===== config.mk =====
export PLATFORM = sky130hd
export DESIGN_NAME = codec_8b10b_with_disparity
export DESIGN_NICKNAME = d
export VERILOG_FILES = /design/src/rtl/core/c8b10b_pkg.sv /design/src/rtl/core/c8b10b_enc.sv /design/src/rtl/core/c8b10b_dec.sv /design/src/rtl/core/codec_8b10b_with_disparity.sv
export SDC_FILE = /design/constraint.sdc
export NUM_CORES = 1
export LEC_CHECK = 0
export BUFFER_PORTS_ARGS = -buffer_cell sky130_fd_sc_hd__buf_2
export CORE_AREA = 3 3 81 83
export DETAILED_ROUTE_END_ITERATION = 6
export DIE_AREA = 0 0 84 86
export PLACE_DENSITY = 0.7
export SLEW_MARGIN = 25
export SYNTH_ARGS = -nofsm -noshare
export SYNTH_HDL_FRONTEND = slang
export SYNTH_SLANG_ARGS = --single-unit

===== constraint.sdc =====
create_clock -name clk -period 7.2 [get_ports clk]
set_input_delay 0 -clock clk [delete_from_list [all_inputs] [get_ports clk]]
set_output_delay 0 -clock clk [all_outputs]
set_load 0.005 [all_outputs]

===== src/rtl/core/c8b10b_pkg.sv =====
// Shared types, code tables and helpers for the 8b/10b data codec.
// No dependencies; used by every module of the codec.

package c8b10b_pkg;

  typedef enum logic [0:0] {
    OP_ENCODE = 1'b0,
    OP_DECODE = 1'b1
  } opcode_t;

  typedef struct packed {
    opcode_t     opcode;
    logic [7:0]  data_byte;
    logic [9:0]  code_in;
  } item_t;

  typedef struct packed {
    logic [9:0]  code_out;
    logic [7:0]  data_out;
    logic        decode_error;
    logic        disparity_positive;
  } result_t;

  localparam int SIX_COUNT  = 32;
  localparam int FOUR_COUNT = 8;

  // 5b/6b codes, index EDCBA, for negative and positive running disparity
  localparam logic [5:0] SIX_NEG [SIX_COUNT] = '{
    6'h27, 6'h1D, 6'h2D, 6'h31, 6'h35, 6'h29, 6'h19, 6'h38,
    6'h39, 6'h25, 6'h15, 6'h34, 6'h0D, 6'h2C, 6'h1C, 6'h17,
    6'h1B, 6'h23, 6'h13, 6'h32, 6'h0B, 6'h2A, 6'h1A, 6'h3A,
    6'h33, 6'h26, 6'h16, 6'h36, 6'h0E, 6'h2E, 6'h1E, 6'h2B
  };

  localparam logic [5:0] SIX_POS [SIX_COUNT] = '{
    6'h18, 6'h22, 6'h12, 6'h31, 6'h0A, 6'h29, 6'h19, 6'h07,
    6'h06, 6'h25, 6'h15, 6'h34, 6'h0D, 6'h2C, 6'h1C, 6'h28,
    6'h24, 6'h23, 6'h13, 6'h32, 6'h0B, 6'h2A, 6'h1A, 6'h05,
    6'h0C, 6'h26, 6'h16, 6'h09, 6'h0E, 6'h11, 6'h21, 6'h14
  };

  // 3b/4b codes, index HGF
  localparam logic [3:0] FOUR_NEG [FOUR_COUNT] = '{
    4'hB, 4'h9, 4'h5, 4'hC, 4'hD, 4'hA, 4'h6, 4'hE
  };

  localparam logic [3:0] FOUR_POS [FOUR_COUNT] = '{
    4'h4, 4'h9, 4'h5, 4'h3, 4'h2, 4'hA, 4'h6, 4'h1
  };

  // True when a six-bit subblock does not hold three ones
  function automatic logic unbalanced6(input logic [5:0] code);
    logic [2:0] ones;
    ones = 3'd0;
    for (int i = 0; i < 6; i++) begin
      ones = ones + {2'b00, code[i]};
    end
    return ones != 3'd3;
  endfunction

  // True when a four-bit subblock does not hold two ones
  function automatic logic unbalanced4(input logic [3:0] code);
    logic [2:0] ones;
    ones = 3'd0;
    for (int i = 0; i < 4; i++) begin
      ones = ones + {2'b00, code[i]};
    end
    return ones != 3'd2;
  endfunction

endpackage


===== src/rtl/core/c8b10b_enc.sv =====
// Combinational 8b/10b data encoder with running disparity update.
// Depends on c8b10b_pkg for the code tables and balance helpers.

module c8b10b_enc
  import c8b10b_pkg::*;
(
  input  logic [7:0] data_byte,
  input  logic       rd,
  output logic [9:0] code,
  output logic       rd_after
);

  logic [5:0] c6;
  logic [3:0] c4;
  logic       rd_mid;

  always_comb begin
    c6       = rd ? SIX_POS[data_byte[4:0]] : SIX_NEG[data_byte[4:0]];
    rd_mid   = rd ^ unbalanced6(c6);
    c4       = rd_mid ? FOUR_POS[data_byte[7:5]] : FOUR_NEG[data_byte[7:5]];
    rd_after = rd_mid ^ unbalanced4(c4);
    code     = {c6, c4};
  end

endmodule


===== src/rtl/core/c8b10b_dec.sv =====
// Combinational 8b/10b data decoder; accepts codes of either disparity.
// Depends on c8b10b_pkg for the code tables.

module c8b10b_dec
  import c8b10b_pkg::*;
(
  input  logic [9:0] code,
  output logic [7:0] data,
  output logic       error
);

  logic [4:0] lo_idx;
  logic [2:0] hi_idx;
  logic       lo_hit;
  logic       hi_hit;

  // lowest matching index wins
  always_comb begin
    lo_idx = '0;
    lo_hit = 1'b0;
    for (int i = SIX_COUNT - 1; i >= 0; i--) begin
      if (SIX_NEG[i] == code[9:4] || SIX_POS[i] == code[9:4]) begin
        lo_idx = 5'(i);
        lo_hit = 1'b1;
      end
    end
    hi_idx = '0;
    hi_hit = 1'b0;
    for (int j = FOUR_COUNT - 1; j >= 0; j--) begin
      if (FOUR_NEG[j] == code[3:0] || FOUR_POS[j] == code[3:0]) begin
        hi_idx = 3'(j);
        hi_hit = 1'b1;
      end
    end
    error = !(lo_hit && hi_hit);
    data  = error ? 8'h00 : {hi_idx, lo_idx};
  end

endmodule


===== src/rtl/core/codec_8b10b_with_disparity.sv =====
// 8b/10b data codec top level: input register, encode/decode, result register.
// Depends on c8b10b_pkg, c8b10b_enc and c8b10b_dec.
// The item passes the input register, then the result register, before result_valid.
// Throughput: one item per cycle while result_ready is high; the disparity register updates as each item advances.
// Reset (rst, synchronous): both stages empty, running disparity positive.

module codec_8b10b_with_disparity
  import c8b10b_pkg::*;
(
  input  logic    clk,
  input  logic    rst,
  input  logic    item_valid,
  output logic    item_ready,
  input  item_t   item,
  output logic    result_valid,
  input  logic    result_ready,
  output result_t result
);

  logic    s1_valid;
  item_t   s1;
  logic    rd;
  logic    res_valid;
  result_t res;

  logic    adv;
  logic [9:0] enc_code;
  logic       rd_next;
  logic [7:0] dec_data;
  logic       dec_error;
  result_t    res_next;
  logic       rd_enc;

  c8b10b_enc u_enc (
    .data_byte (s1.data_byte),
    .rd        (rd),
    .code      (enc_code),
    .rd_after  (rd_enc)
  );

  c8b10b_dec u_dec (
    .code  (s1.code_in),
    .data  (dec_data),
    .error (dec_error)
  );

  assign adv        = !res_valid || result_ready;
  assign item_ready = !s1_valid || adv;

  always_comb begin
    if (s1.opcode == OP_DECODE) begin
      rd_next                     = rd;
      res_next.code_out           = 10'd0;
      res_next.data_out           = dec_data;
      res_next.decode_error       = dec_error;
    end else begin
      rd_next                     = rd_enc;
      res_next.code_out           = enc_code;
      res_next.data_out           = 8'd0;
      res_next.decode_error       = 1'b0;
    end
    res_next.disparity_positive = rd_next;
  end

  always_ff @(posedge clk) begin
    if (rst) begin
      s1_valid  <= 1'b0;
      res_valid <= 1'b0;
      rd        <= 1'b1;
    end else begin
      if (item_ready) begin
        s1_valid <= item_valid;
      end
      if (adv) begin
        res_valid <= s1_valid;
      end
      if (adv && s1_valid) begin
        rd <= rd_next;
      end
    end
  end

  always_ff @(posedge clk) begin
    if (item_valid && item_ready) begin
      s1 <= item;
    end
    if (adv && s1_valid) begin
      res <= res_next;
    end
  end

  assign result_valid = res_valid;
  assign result       = res;

endmodule


# ---- Word level (Yosys, flattened, before mapping)
# Memory sizes are Yosys's and may differ from the RTL's.
# Cells that the tools add are included.
dict set report classes {
  n_lt_le_gt_ge 2
  n_mux 89
  n_reduce_logical 34
  addsub 8
  eq_ne 60
  n_bitwise 6
}
# cell n
set ops {}
lappend ops {{6-bit == test (first input constant)} 23}
lappend ops {{5-bit by 6-bit == test with 1-bit output (first input constant)} 14}
lappend ops {{5-bit two-way mux} 16}
lappend ops {{4-bit two-way mux} 13}
lappend ops {{1-bit two-way mux} 43}
lappend ops {{4-bit by 6-bit == test with 1-bit output (first input constant)} 6}
lappend ops {{6-bit two-way mux} 5}
lappend ops {{4-bit == test (first input constant)} 6}
lappend ops {{3-bit two-way mux} 8}
lappend ops {{1-bit logical OR} 20}
lappend ops {{3-bit by 1-bit adder with 3-bit output} 6}
lappend ops {{3-bit by 6-bit == test with 1-bit output (first input constant)} 3}
lappend ops {{18-bit OR reduction} 1}
lappend ops {{3-bit by 4-bit == test with 1-bit output (first input constant)} 3}
lappend ops {{6-bit OR reduction} 2}
lappend ops {{10-bit OR reduction} 1}
lappend ops {{2-bit by 4-bit == test with 1-bit output (first input constant)} 2}
lappend ops {{2-bit two-way mux} 4}
lappend ops {{4-bit OR reduction} 2}
lappend ops {{6-bit >= comparator (second input constant)} 1}
lappend ops {{3-bit by 2-bit != test with 1-bit output (second input constant)} 2}
lappend ops {{5-bit NOT with 6-bit output} 1}
lappend ops {{3-bit OR reduction} 2}
lappend ops {{1-bit by 1-bit adder with 2-bit output} 2}
lappend ops {{other kinds (7)} 13}
dict set report word_totals {
  output_inout_bits 22
  ff_bits 42
  inputBits 23
  mem_count 4
  word_cells 220
  romBits 448
}
# name words width rd rd_clocked_by_memory_dff write_ports line
set memory_table {}
lappend memory_table {{(no name shown)} 32 6 1 0 0 c8b10b_enc.sv:18} ;# c6 = rd ? SIX_POS[data_byte[4:0]] : SIX_NEG[data_byte[4:0]];
lappend memory_table {{(no name shown)} 32 6 1 0 0 c8b10b_enc.sv:18}
lappend memory_table {{(no name shown)} 8 4 1 0 0 c8b10b_enc.sv:20} ;# c4 = rd_mid ? FOUR_POS[data_byte[7:5]] : FOUR_NEG[data_byte[7:5]];
lappend memory_table {{(no name shown)} 8 4 1 0 0 c8b10b_enc.sv:20}

# ---- Depth between registers and ports, before layout
# Gate-level depths: netlist (run 1).
dict set report depth {
  word_depth 37
  mapped_depth 28
  ltp_nobuf 27
}

# ---- By module
# Synthesis (run 1) repeated with hierarchy kept, for this count alone.
dict set report unflattened {
  cells_unflattened 336
  hier_area_um2 3353.2
}
# module n_inst cells_per_inst seq_area_each_um2 area_each_um2
set by_module_without_submodules {}
lappend by_module_without_submodules {codec_8b10b_with_disparity 1 76 1231.2 1446.4}
lappend by_module_without_submodules {c8b10b_enc 1 143 0.0 1137.3}
lappend by_module_without_submodules {c8b10b_dec 1 117 0.0 769.5}

# ---- Worst setup path after synthesis (run 1)
# OpenSTA, ideal clock, no wires.
dict set report synth_timing {
  path_type {flip-flop to flip-flop}
  from {register s1[10] (netlist bit)}
  to {register rd}
  period_less_slack_ns 5.773
  t_arrival_ns 5.653
  n_path_buf 1
  stages_incl_launch_ff 26
  setup_time_ns 0.120
  required_ns 7.080
  path_slack_ns 1.427
  cell_sequence {edfxtp_1 inv_1 ha_1 clkbuf_1 nand2b_1 a21o_1 a211o_1 o211a_1 ha_1 inv_1 fa_1 inv_1 fa_1 inv_1 fa_1 nand3b_1 xnor2_1 mux2i_1 xor2_1 ha_1 fa_1 ha_1 nand2_1 xnor2_1 nor2_1 a211o_1}
}
dict set report synth_via {
  elab_chain_len 19
  elab_cells_between_ends 22
  classes_between {8 x add/sub; 2 x eq/ne; 7 x mux; 3 x bitwise; 2 x memory}
}
# element line
set synth_rtl {}
lappend synth_rtl {{start: declaration} codec_8b10b_with_disparity.sv:21} ;# item_t s1;
lappend synth_rtl {{start signal: assignment} codec_8b10b_with_disparity.sv:85} ;# s1 <= item;
lappend synth_rtl {{5-bit NOT with 6-bit output (not written as such) *} c8b10b_enc.sv:18}
lappend synth_rtl {{memory 32 x 6 bit} n/a}
lappend synth_rtl {{6-bit two-way mux (not written as such) (2 in a row)} c8b10b_enc.sv:18}
lappend synth_rtl {{6-bit two-way mux *} c8b10b_enc.sv:18}
lappend synth_rtl {{named net enc_code[5]} codec_8b10b_with_disparity.sv:27} ;# logic [9:0] enc_code;
lappend synth_rtl {{1-bit by 1-bit adder with 2-bit output *} c8b10b_pkg.sv:56} ;# ones = ones + {2'b00, code[i]};
lappend synth_rtl {{3-bit by 1-bit adder with 3-bit output * (4 in a row)} c8b10b_pkg.sv:56}
lappend synth_rtl {{3-bit by 2-bit != test with 1-bit output *} c8b10b_pkg.sv:58} ;# return ones != 3'd3;
lappend synth_rtl {{1-bit bitwise XOR *} c8b10b_enc.sv:19} ;# rd_mid = rd ^ unbalanced6(c6);
lappend synth_rtl {{4-bit two-way mux *} c8b10b_enc.sv:20}
lappend synth_rtl {{named net enc_code[1]} codec_8b10b_with_disparity.sv:27}
lappend synth_rtl {{1-bit by 1-bit adder with 2-bit output *} c8b10b_pkg.sv:66} ;# ones = ones + {2'b00, code[i]};
lappend synth_rtl {{3-bit by 1-bit adder with 3-bit output * (2 in a row)} c8b10b_pkg.sv:66}
lappend synth_rtl {{3-bit by 2-bit != test with 1-bit output *} c8b10b_pkg.sv:68} ;# return ones != 3'd2;
lappend synth_rtl {{1-bit bitwise XOR *} c8b10b_enc.sv:21} ;# rd_after = rd_mid ^ unbalanced4(c4);
lappend synth_rtl {{1-bit two-way mux *} codec_8b10b_with_disparity.sv:51} ;# if (s1.opcode == OP_DECODE) begin
lappend synth_rtl {{end signal: assignment} codec_8b10b_with_disparity.sv:78} ;# rd <= rd_next;
lappend synth_rtl {{end: declaration} codec_8b10b_with_disparity.sv:22} ;# logic rd;
# The timed path passes the listed nets; every way through them passes the cells marked *. The select of a mux whose other input is x is not followed.
# A chain may end at the register's enable or synchronous reset.

# ---- Worst setup path after layout (run 1)
# Same ends and word-level chain as after synthesis.

==> flow_summary.ini, run 1 <==
[status]
status = finished clean

[synthesis]
synth.largest_area_cell = edfxtp_1
ys_seq_area_share_pct = 41.7
synth-edff-count = 39
yosysWarnings = 0
async_flop_share_pct = 0
synth_mux_area_share_pct = 3.10
yosys-top-cells-area = edfxtp_1 (40%), nor2_1 (3.6%), a21oi_1 (3.1%)
synth_area_sq_um = 2950
synthAdderAreaFrac_pct = 5.68
synth_xor_area_share_pct = 3.86
synthDistinctLibCells = 63
yosys_register_bits = 42
postSynthAreaPerCell_sq_um = 9.37
synthDominantCellAreaShare_pct = 39.7
synth_compound_gate_area_share_pct = 20.1
ys.flop_type = edfxtp_1
synth_fp_nets = 349
yosys.area_share.simple_pct = 20.1
synth_top_family_by_area = simple AND/OR/NAND/NOR gates
syn_inst = 315

[die]
die-area_sq_um = 7220
die-width_microns = 84
io_pins = 45
dieHeight_microns = 86
fp.coreArea_sq_um = 5920
floorplan.initialDensity_pct = 49.8
row_count = 28

[global_routing]
grt_pass1_vias = 2193
grt_usage_pct = 18.4
antenna_found_initial = 0
grt_pass1_wl_mm = 10.7
grt_max_degree = 31
grt-ovfl-total = 0

[worst_setup_path]
critPathMaxFanout = 10
r2r_slack_ns = 0.99
crit_required_ns = 7.39
rr_startpoint = s1[10]
startpoint_type = flop
reg2reg_to = rd
cp-end-kind = flop
arrival_ns = 6.40
timing_worst_setup_path_type = flop to flop
r2r.worst_path.cells = 25
crit_start = s1[10]
worstSetupEndpoint = rd

[clocking]
cts_tree = done
cts.path.max_buffers = 2
clock_sinks = 42
clock_tree.root_cell = clkbuf_8
htreeDepth = 2
cts-resized-gates = 0
numCtsBuffers = 5
clkLatencyLatePin_ns = 0.30
path_clk_slew_ns = 0.08

[sta]
max-slew-margin-rel_pct = 40.5
slew_violations = 0
period_needed_ns = 6.21
hold_viol = 0
worst_pin_slew_ns = 0.893
max_freq_ghz = 0.161
finalCritPeriodShare_pct = 86.3
fin_skew_ns = 0.00446
rsz0062_at_grt = false
fin_tns_setup_ns = 0
setup_viol = 0

[routing]
drc = 0
vias_per_cell = 5.76
vias = 2523
drt_iter0_drc = 295
drtAntennaViolNets = 0
wl_per_cell_microns = 14.6
finalWirelength_mm = 6.41
drt-pass1-iter-count = 5

[place]
hpwl_mm = 4.42
gp_congestion = 0.893
placed_area_sq_um = 3160
placed_cells_incl_taps = 409
portBuffers = 44

[power_and_ir_drop]
p_per_area_nw_per_um2 = 206
leakage_nw = 1.36
peakVddDrop_uv = 122

[final_layout]
drive_above_1_share_pct = 16.0
fin_util_pct = 58.4
final_cell_area_sq_um = 3460
area_delta_synth_final_pct = 17.2
diodes = 0
fin_cells = 438
final_nets = 396

[flow_run]
drv_cap = 0

[worst_hold_path]
worst_hold_path_type = input port to flop
layout make-up:
cell class / count / area, sq um
inverter: 15 / 56.3
clock inverter: 2 / 8.76
tap: 75 / 93.8
timing repair buffer: 65 / 430
clock buffer: 6 / 72.6
multi-input combinational: 233 / 1570
sequential: 42 / 1230
fill: 523 / 2460
power breakdown:
part	internal (mW)	total, mW	switching, mW
Sequential	0.290	0.318	0.0275
Clock	0.0666	0.144	0.0776
Combinational	0.119	0.251	0.132
placed cells by master (no fill, tap or decap), drive strengths merged, types with 3 or more instances in the layout:
cell | netlist | routed
nor3 | 3 | 3
nor2b | 4 | 4
mux2i | 8 | 8
nand2 | 24 | 24
edfxtp | 39 | 39
xor2 | 5 | 5
o311ai | 3 | 3
a22o | 3 | 3
a21oi | 18 | 18
dfxtp | 3 | 3
fa | 4 | 4
or3 | 6 | 6
nand3 | 13 | 13
clkbuf | 17 | 6
nor2 | 28 | 28
dlygate4sd3 | 0 | 21
a211o | 5 | 5
and2 | 6 | 6
and3 | 3 | 3
a22oi | 3 | 3
inv | 13 | 13
ha | 7 | 7
buf | 8 | 44
a31oi | 6 | 6
or4 | 3 | 3
o22ai | 4 | 4
o21ai | 18 | 18
nand4 | 3 | 3
nand2b | 11 | 11
clkinv | 2 | 4
xnor2 | 8 | 8
a32oi | 3 | 3
what timing repair did:
item,CTS,global route
buffers inserted,0,0
hold buffers,21,0
hold endpoints to repair,22,0
sequential cells by signal (all words and copies together) (netlist names):
| register | count |
|---|---|
| result | 20 |
| rd | 1 |
| s1 | 19 |
| s1_valid | 1 |
| result_valid | 1 |
per-stage QoR:
stage | hold slack, ns | power (mW) | worst slack [ns]
finish | 0.0428 | 0.713 | 0.989
floorplan | 0.0724 | 0.507 | 1.43
CTS | 0.0246 | 0.718 | 0.969
detailed placement | 0.178 | 0.564 | 0.983
global placement | 0.178 | 0.555 | 1.18
global route | 0.0738 | 0.776 | 0.513
worst max-delay path, stage by stage (launching register included):
cell	delay, ns
edfxtp_1	0.47
inv_1	0.16
ha_1	0.40
nand2b_1	0.13
a21o_1	0.19
a211o_1	0.29
o211a_1	0.15
ha_1	0.28
inv_1	0.04
fa_1	0.47
inv_1	0.05
fa_1	0.38
inv_1	0.09
fa_1	0.37
nand3b_1	0.22
xnor2_1	0.37
mux2i_1	0.33
xor2_1	0.23
ha_1	0.27
fa_1	0.37
ha_1	0.19
nor2_1	0.08
nand2_1	0.08
xnor2_1	0.18
nor2_1	0.07
a211o_1	0.25
metal layers:
| layer | track usage, % | vias up | wire length (microns) |
|---|---|---|---|
| met2 | 28.6 | 96 | 2930 |
| met5 | 0 | - | 0 |
| met1 | 25.6 | 1159 | 2980 |
| met3 | 5.09 | 10 | 417 |
| li1 | - | 1258 | - |
| met4 | 4.68 | 0 | 79 |
worst min-delay path by stage:
stage	startpoint	to	slack, ns	cells after the start
detailed placement	item[1]	s1[1]	0.18	1
global route	result_ready	result_valid	0.07	4
floorplan	rst	result_valid	0.07	1
finish	result_ready	result_valid	0.04	4
CTS	result_ready	result_valid	0.02	4
global placement	item[8]	s1[8]	0.18	1
synthesized netlist by cell type (2+ instances only):
library cell / number
buf_2: 3
a31oi_1: 6
nand2_1: 24
a32o_1: 2
nor3b_1: 2
edfxtp_1: 39
inv_1: 13
or2_2: 2
mux2i_1: 8
o21ai_0: 18
a22oi_1: 3
o22ai_1: 4
o311ai_0: 2
nand4_1: 3
and2_1: 6
o31ai_1: 2
fa_1: 4
ha_1: 7
o2bb2ai_1: 2
nor3_1: 2
buf_1: 4
a221o_1: 2
nor4_1: 2
clkbuf_1: 17
dfxtp_1: 3
or3_1: 5
nand3_1: 13
or4_1: 2
a22o_1: 3
a211o_1: 5
nor2_1: 28
and3_1: 3
xor2_1: 5
clkinv_1: 2
xnor2_1: 8
nor2b_1: 4
a21o_1: 2
nand2b_1: 11
a32oi_1: 3
a21oi_1: 18
cell families after synthesis:
family / Yosys count
buffers and inverters: 40
AOI/OAI and AO/OA: 86
muxes: 9
adders and majority gates: 11
DFF: 42
and+or+nand+nor: 114
xor gates and xnor gates: 13
No activity file was read; power rests on OpenSTA's default activity.
==> run 2: changes to the inputs <==
CORE_AREA = 3 3 76 78   (was 3 3 81 83)
DIE_AREA = 0 0 79 81   (was 0 0 84 86)
PLACE_DENSITY = 0.79   (was 0.7)
==> flow_summary.ini, run 2 (synthesized netlist as in run 1, its figures left out) <==
[status]
status = finished clean

[routing]
drc = 0
drt_iter0_drc = 313
drtAntennaViolNets = 0
wl_per_cell_microns = 15.2
vias_per_cell = 5.90
finalWirelength_mm = 6.60
vias = 2560
drt-pass1-iter-count = 7

[worst_setup_path]
startpoint_type = flop
critPathMaxFanout = 7
cp-end-kind = flop
arrival_ns = 6.39
crit_slowest_cell = fa_1
path_buf_inv = 4
cp_top_family = adder cells
timing_worst_setup_path_type = flop to flop
crit_required_ns = 7.39
slowest_delay_ns = 0.47

[sta]
finalCritPeriodShare_pct = 86.0
setup_viol = 0
period_needed_ns = 6.19
rsz0062_at_grt = false
max_freq_ghz = 0.161
fin_hold_ws_ns = 0.0762
max-slew-margin-rel_pct = 41.4
fin_skew_ns = 0.00556
worst_pin_slew_ns = 0.879
fin_tns_setup_ns = 0
hold_viol = 0
slew_violations = 0

[clocking]
clock_tree.root_cell = clkbuf_8
clock_sinks = 42
numCtsBuffers = 5
cts.path.max_buffers = 2
clkLatencyLatePin_ns = 0.29
path_clk_slew_ns = 0.08
cts_tree = done
htreeDepth = 2

[place]
gp_congestion = 0.868
portBuffers = 44
hpwl_mm = 4.22

[die]
row_count = 26
io_pins = 45
fp.coreArea_sq_um = 5140
dieHeight_microns = 81
die-width_microns = 79
die-area_sq_um = 6400
floorplan.initialDensity_pct = 57.4

[global_routing]
grt_pass1_wl_mm = 10.8
grt-ovfl-total = 0
antenna_found_initial = 0
grt_pass1_vias = 2346
grt_max_degree = 31
grt_usage_pct = 21.4

[final_layout]
area_delta_synth_final_pct = 18.3
largest_reg_flops = 20
final_cell_mix = buf_2 (44), edfxtp_1 (39), nor2_1 (28)
n_fill_cell = 399
drive_above_1_share_pct = 16.2
layout_commonest_cell = buf_2
diodes = 0
final_nets = 397

[worst_hold_path]
worst_hold_path_type = input port to flop

[power_and_ir_drop]
peakVddDrop_uv = 120
leakage_nw = 1.38
p_per_area_nw_per_um2 = 217

[flow_run]
drv_cap = 0
[run 2: changes by cell type in the layout (fill, tap and decap cells not counted)]
cell	before	now
clkinvlp_4	0	1
clkinv_1	3	2
dlygate4sd3_1	21	22
bufinv_16	0	1
clkinv_2	1	0
[run 2: through the flow]
| step | instances | util [%] | instance area [sq um] | worst slack (ns) | power [mW] |
|---|---|---|---|---|---|
| 2_1_floorplan | 315 | - | 2950 | 1.43 | 0.507 |
| 4_1_cts | 434 | 67.8 | 3490 | 1.03 | 0.754 |
| 5_1_grt | 434 | 67.9 | 3490 | 0.540 | 0.809 |
| 3_3_place_gp | 404 | 61.4 | 3160 | 1.21 | 0.552 |
| 3_5_place_dp | 404 | 61.4 | 3160 | 1.04 | 0.563 |
| 6_report | 434 | 67.9 | 3490 | 1.01 | 0.756 |
[run 2: power breakdown]
group | internal [mW] | total (mW) | leakage, nW | switching (mW)
Clock | 0.103 | 0.186 | 0.0514 | 0.0829
Sequential | 0.290 | 0.317 | 0.399 | 0.0273
Combinational | 0.120 | 0.253 | 0.926 | 0.133
[run 2: metal layers]
| layer | vias to the layer above | track usage [%] | wire [microns] |
|---|---|---|---|
| met3 | 16 | 3.88 | 433 |
| met2 | 106 | 37.2 | 3320 |
| li1 | 1264 | - | - |
| met4 | 0 | 7.90 | 162 |
| met5 | - | 0 | 0 |
| met1 | 1174 | 26.7 | 2680 |
[run 2: area by class of cell]
type	instances	area, sq um	area share [%]
Multi-Input combinational cell	233	1570	44.8
Sequential cell	42	1230	35.3
Timing Repair Buffer	66	440	12.6
Tap cell	70	87.6	2.51
Clock buffer	6	72.6	2.08
Inverter	15	56.3	1.61
Clock inverter	2	37.5	1.08
[run 2: worst paths after layout]
path,startpoint,endpoint,slack (ns),depth (start not counted)
min reg2reg,s1_valid,result_valid,0.53,2
max,s1[10],rd,1.01,25
min,result_ready,result_valid,0.08,4
max reg2reg,s1[10],rd,1.01,25
[run 2: tightest hold or removal path: cells and delay by family]
kind          cells  cell delay [ns]
simple gates      3             0.23
buf+inv           1             0.10
[run 2: repair_timing]
item	CTS	global route
buffers inserted	0	0
gates resized for setup	0	0
hold buffers	22	0
endpoints found under the hold margin	22	0
==> run 3: changes to the inputs <==
CORE_AREA = 3 3 97 62   (was 3 3 76 78)
DIE_AREA = 0 0 100 65   (was 0 0 79 81)
==> flow_summary.ini, run 3 (synthesized netlist as in run 1, its figures left out) <==
[clocking]
cts_tree = done
htreeDepth = 2
numCtsBuffers = 5
clock_tree.root_cell = clkbuf_8
cts.path.max_buffers = 2
clkLatencyLatePin_ns = 0.30
clock_sinks = 42
postCtsSetupBuffers = 0
path_clk_slew_ns = 0.09

[die]
floorplan.initialDensity_pct = 58.1
fp.coreArea_sq_um = 5080
die-width_microns = 100
row_count = 20
die-area_sq_um = 6500
io_pins = 45
dieHeight_microns = 65

[worst_setup_path]
worstSetupEndpoint = rd
slowest_delay_ns = 0.48
crit_cells = 24
cp-end-kind = flop
critPathMaxFanout = 10
arrival_ns = 6.42
rr_startpoint = s1[10]
crit_start = s1[10]
path_cells = inv_1 -> ha_1 -> nand2b_1 -> a21o_1 -> a211o_1 -> o211a_1 -> ha_1 -> inv_1 -> fa_1 -> inv_1 -> fa_1 -> inv_1 -> fa_1 -> nand3b_1 -> xnor2_1 -> mux2i_1 -> xor2_1 -> ha_1 -> fa_1 -> ha_1 -> nand2_1 -> xnor2_1 -> nor2_1 -> a211o_1
startpoint_type = flop
timing_worst_setup_path_type = flop to flop
crit_required_ns = 7.40
path_buf_inv = 4
crit_slowest_cell = edfxtp_1
r2r_slack_ns = 0.98
cp_top_family = adder cells
reg2reg_to = rd
r2r.worst_path.cells = 24

[sta]
worst_pin_slew_ns = 0.905
max-slew-margin-rel_pct = 39.6
rsz0062_at_grt = false
setup_viol = 0
fin_skew_ns = 0.00620
hold_viol = 0
fin_tns_setup_ns = 0
max_freq_ghz = 0.161
period_needed_ns = 6.22
slew_violations = 0
finalCritPeriodShare_pct = 86.4

[global_routing]
antenna_found_initial = 0
grt_pass1_wl_mm = 11.8
grt_max_degree = 31
grt-ovfl-total = 0
grt_pass1_vias = 2288
grt_usage_pct = 23.0

[power_and_ir_drop]
leakage_nw = 1.39
p_sw_share_pct = 31.5
peakVddDrop_uv = 128
p_comb_share_pct = 32.6
clkPwrFrac_pct = 28.1
p_per_area_nw_per_um2 = 230
p_sw_mw = 0.254
sequentialPowerShare_pct = 39.3
p_int_mw = 0.552

[flow_run]
drv_cap = 0

[final_layout]
fin_util_pct = 69.1
final_cell_mix = buf_2 (44), edfxtp_1 (39), nor2_1 (28)
largest_reg_flops = 20
layout_commonest_cell = buf_2
n_fill_cell = 374
drive_above_1_share_pct = 16.8
final_nets = 397
area_delta_synth_final_pct = 19.0
diodes = 0

[routing]
finalWirelength_mm = 6.84
drtAntennaViolNets = 0
vias_per_cell = 5.94
wl_per_cell_microns = 15.9
drt-pass1-iter-count = 5
vias = 2554
drc = 0
drt_iter0_drc = 417

[worst_hold_path]
worst_hold_path_type = input port to flop

[status]
status = finished clean

[place]
hpwl_mm = 4.74
portBuffers = 44
gp_congestion = 0.944
run 3: timing repair:
item,4_1_cts,5_1_grt
hold buffers,21,0
endpoints found under the hold margin,22,0
endpoints found under the setup margin,0,0
resized for setup,0,0
run 3: worst min-delay path by stage:
stage / from / endpoint / cells past startpoint
2_1_floorplan: rst / result_valid / 1
3_5_place_dp: item[7] / s1[7] / 1
4_1_cts: result_ready / result_valid / 4
3_3_place_gp: item[0] / s1[0] / 1
6_report: result_ready / result_valid / 4
5_1_grt: result_ready / result_valid / 4
run 3: area by class of cell:
cell class,instances,area (sq um),share of cell area [%]
Multi-Input combinational cell,233,1570,44.6
Sequential cell,42,1230,35.1
Timing Repair Buffer,66,438,12.5
Tap cell,66,82.6,2.35
Clock buffer,5,68.8,1.96
Clock inverter,3,68.8,1.96
Inverter,15,56.3,1.60
run 3: worst min-delay path, cell delays in order:
cell     delay [ns]
buf_2          0.08
nor2b_1        0.08
nor2_1         0.10
nor2_1         0.04
run 3: layer usage:
| metal | global-route usage [%] | wire (microns) | up-vias |
|---|---|---|---|
| met3 | 5.38 | 568 | 7 |
| met5 | 0 | 0 | - |
| li1 | - | - | 1262 |
| met1 | 35.6 | 3300 | 1173 |
| met2 | 32.6 | 2910 | 112 |
| met4 | 4.54 | 59 | 0 |
run 3: stage by stage:
| step | worst slack (ns) | power [mW] | hold slack [ns] | area, sq um | std cells |
|---|---|---|---|---|---|
| detailed placement | 1.04 | 0.573 | 0.178 | 3160 | 401 |
| finish | 0.976 | 0.806 | 0.0452 | 3510 | 430 |
| global placement | 1.14 | 0.556 | 0.177 | 3160 | 401 |
| floorplan | 1.43 | 0.507 | 0.0724 | 2950 | 315 |
| CTS | 0.996 | 0.805 | 0.0153 | 3510 | 430 |
| global route | 0.481 | 0.862 | 0.0735 | 3510 | 430 |
run 3: power by group through the flow:
stage	clock [mW]	sequential, mW	combinational, mW
finish	0.227	0.316	0.263
global route	0.244	0.321	0.297
CTS	0.227	0.316	0.262
detailed placement	0	0.322	0.252
global placement	0	0.321	0.235
floorplan	0	0.304	0.204
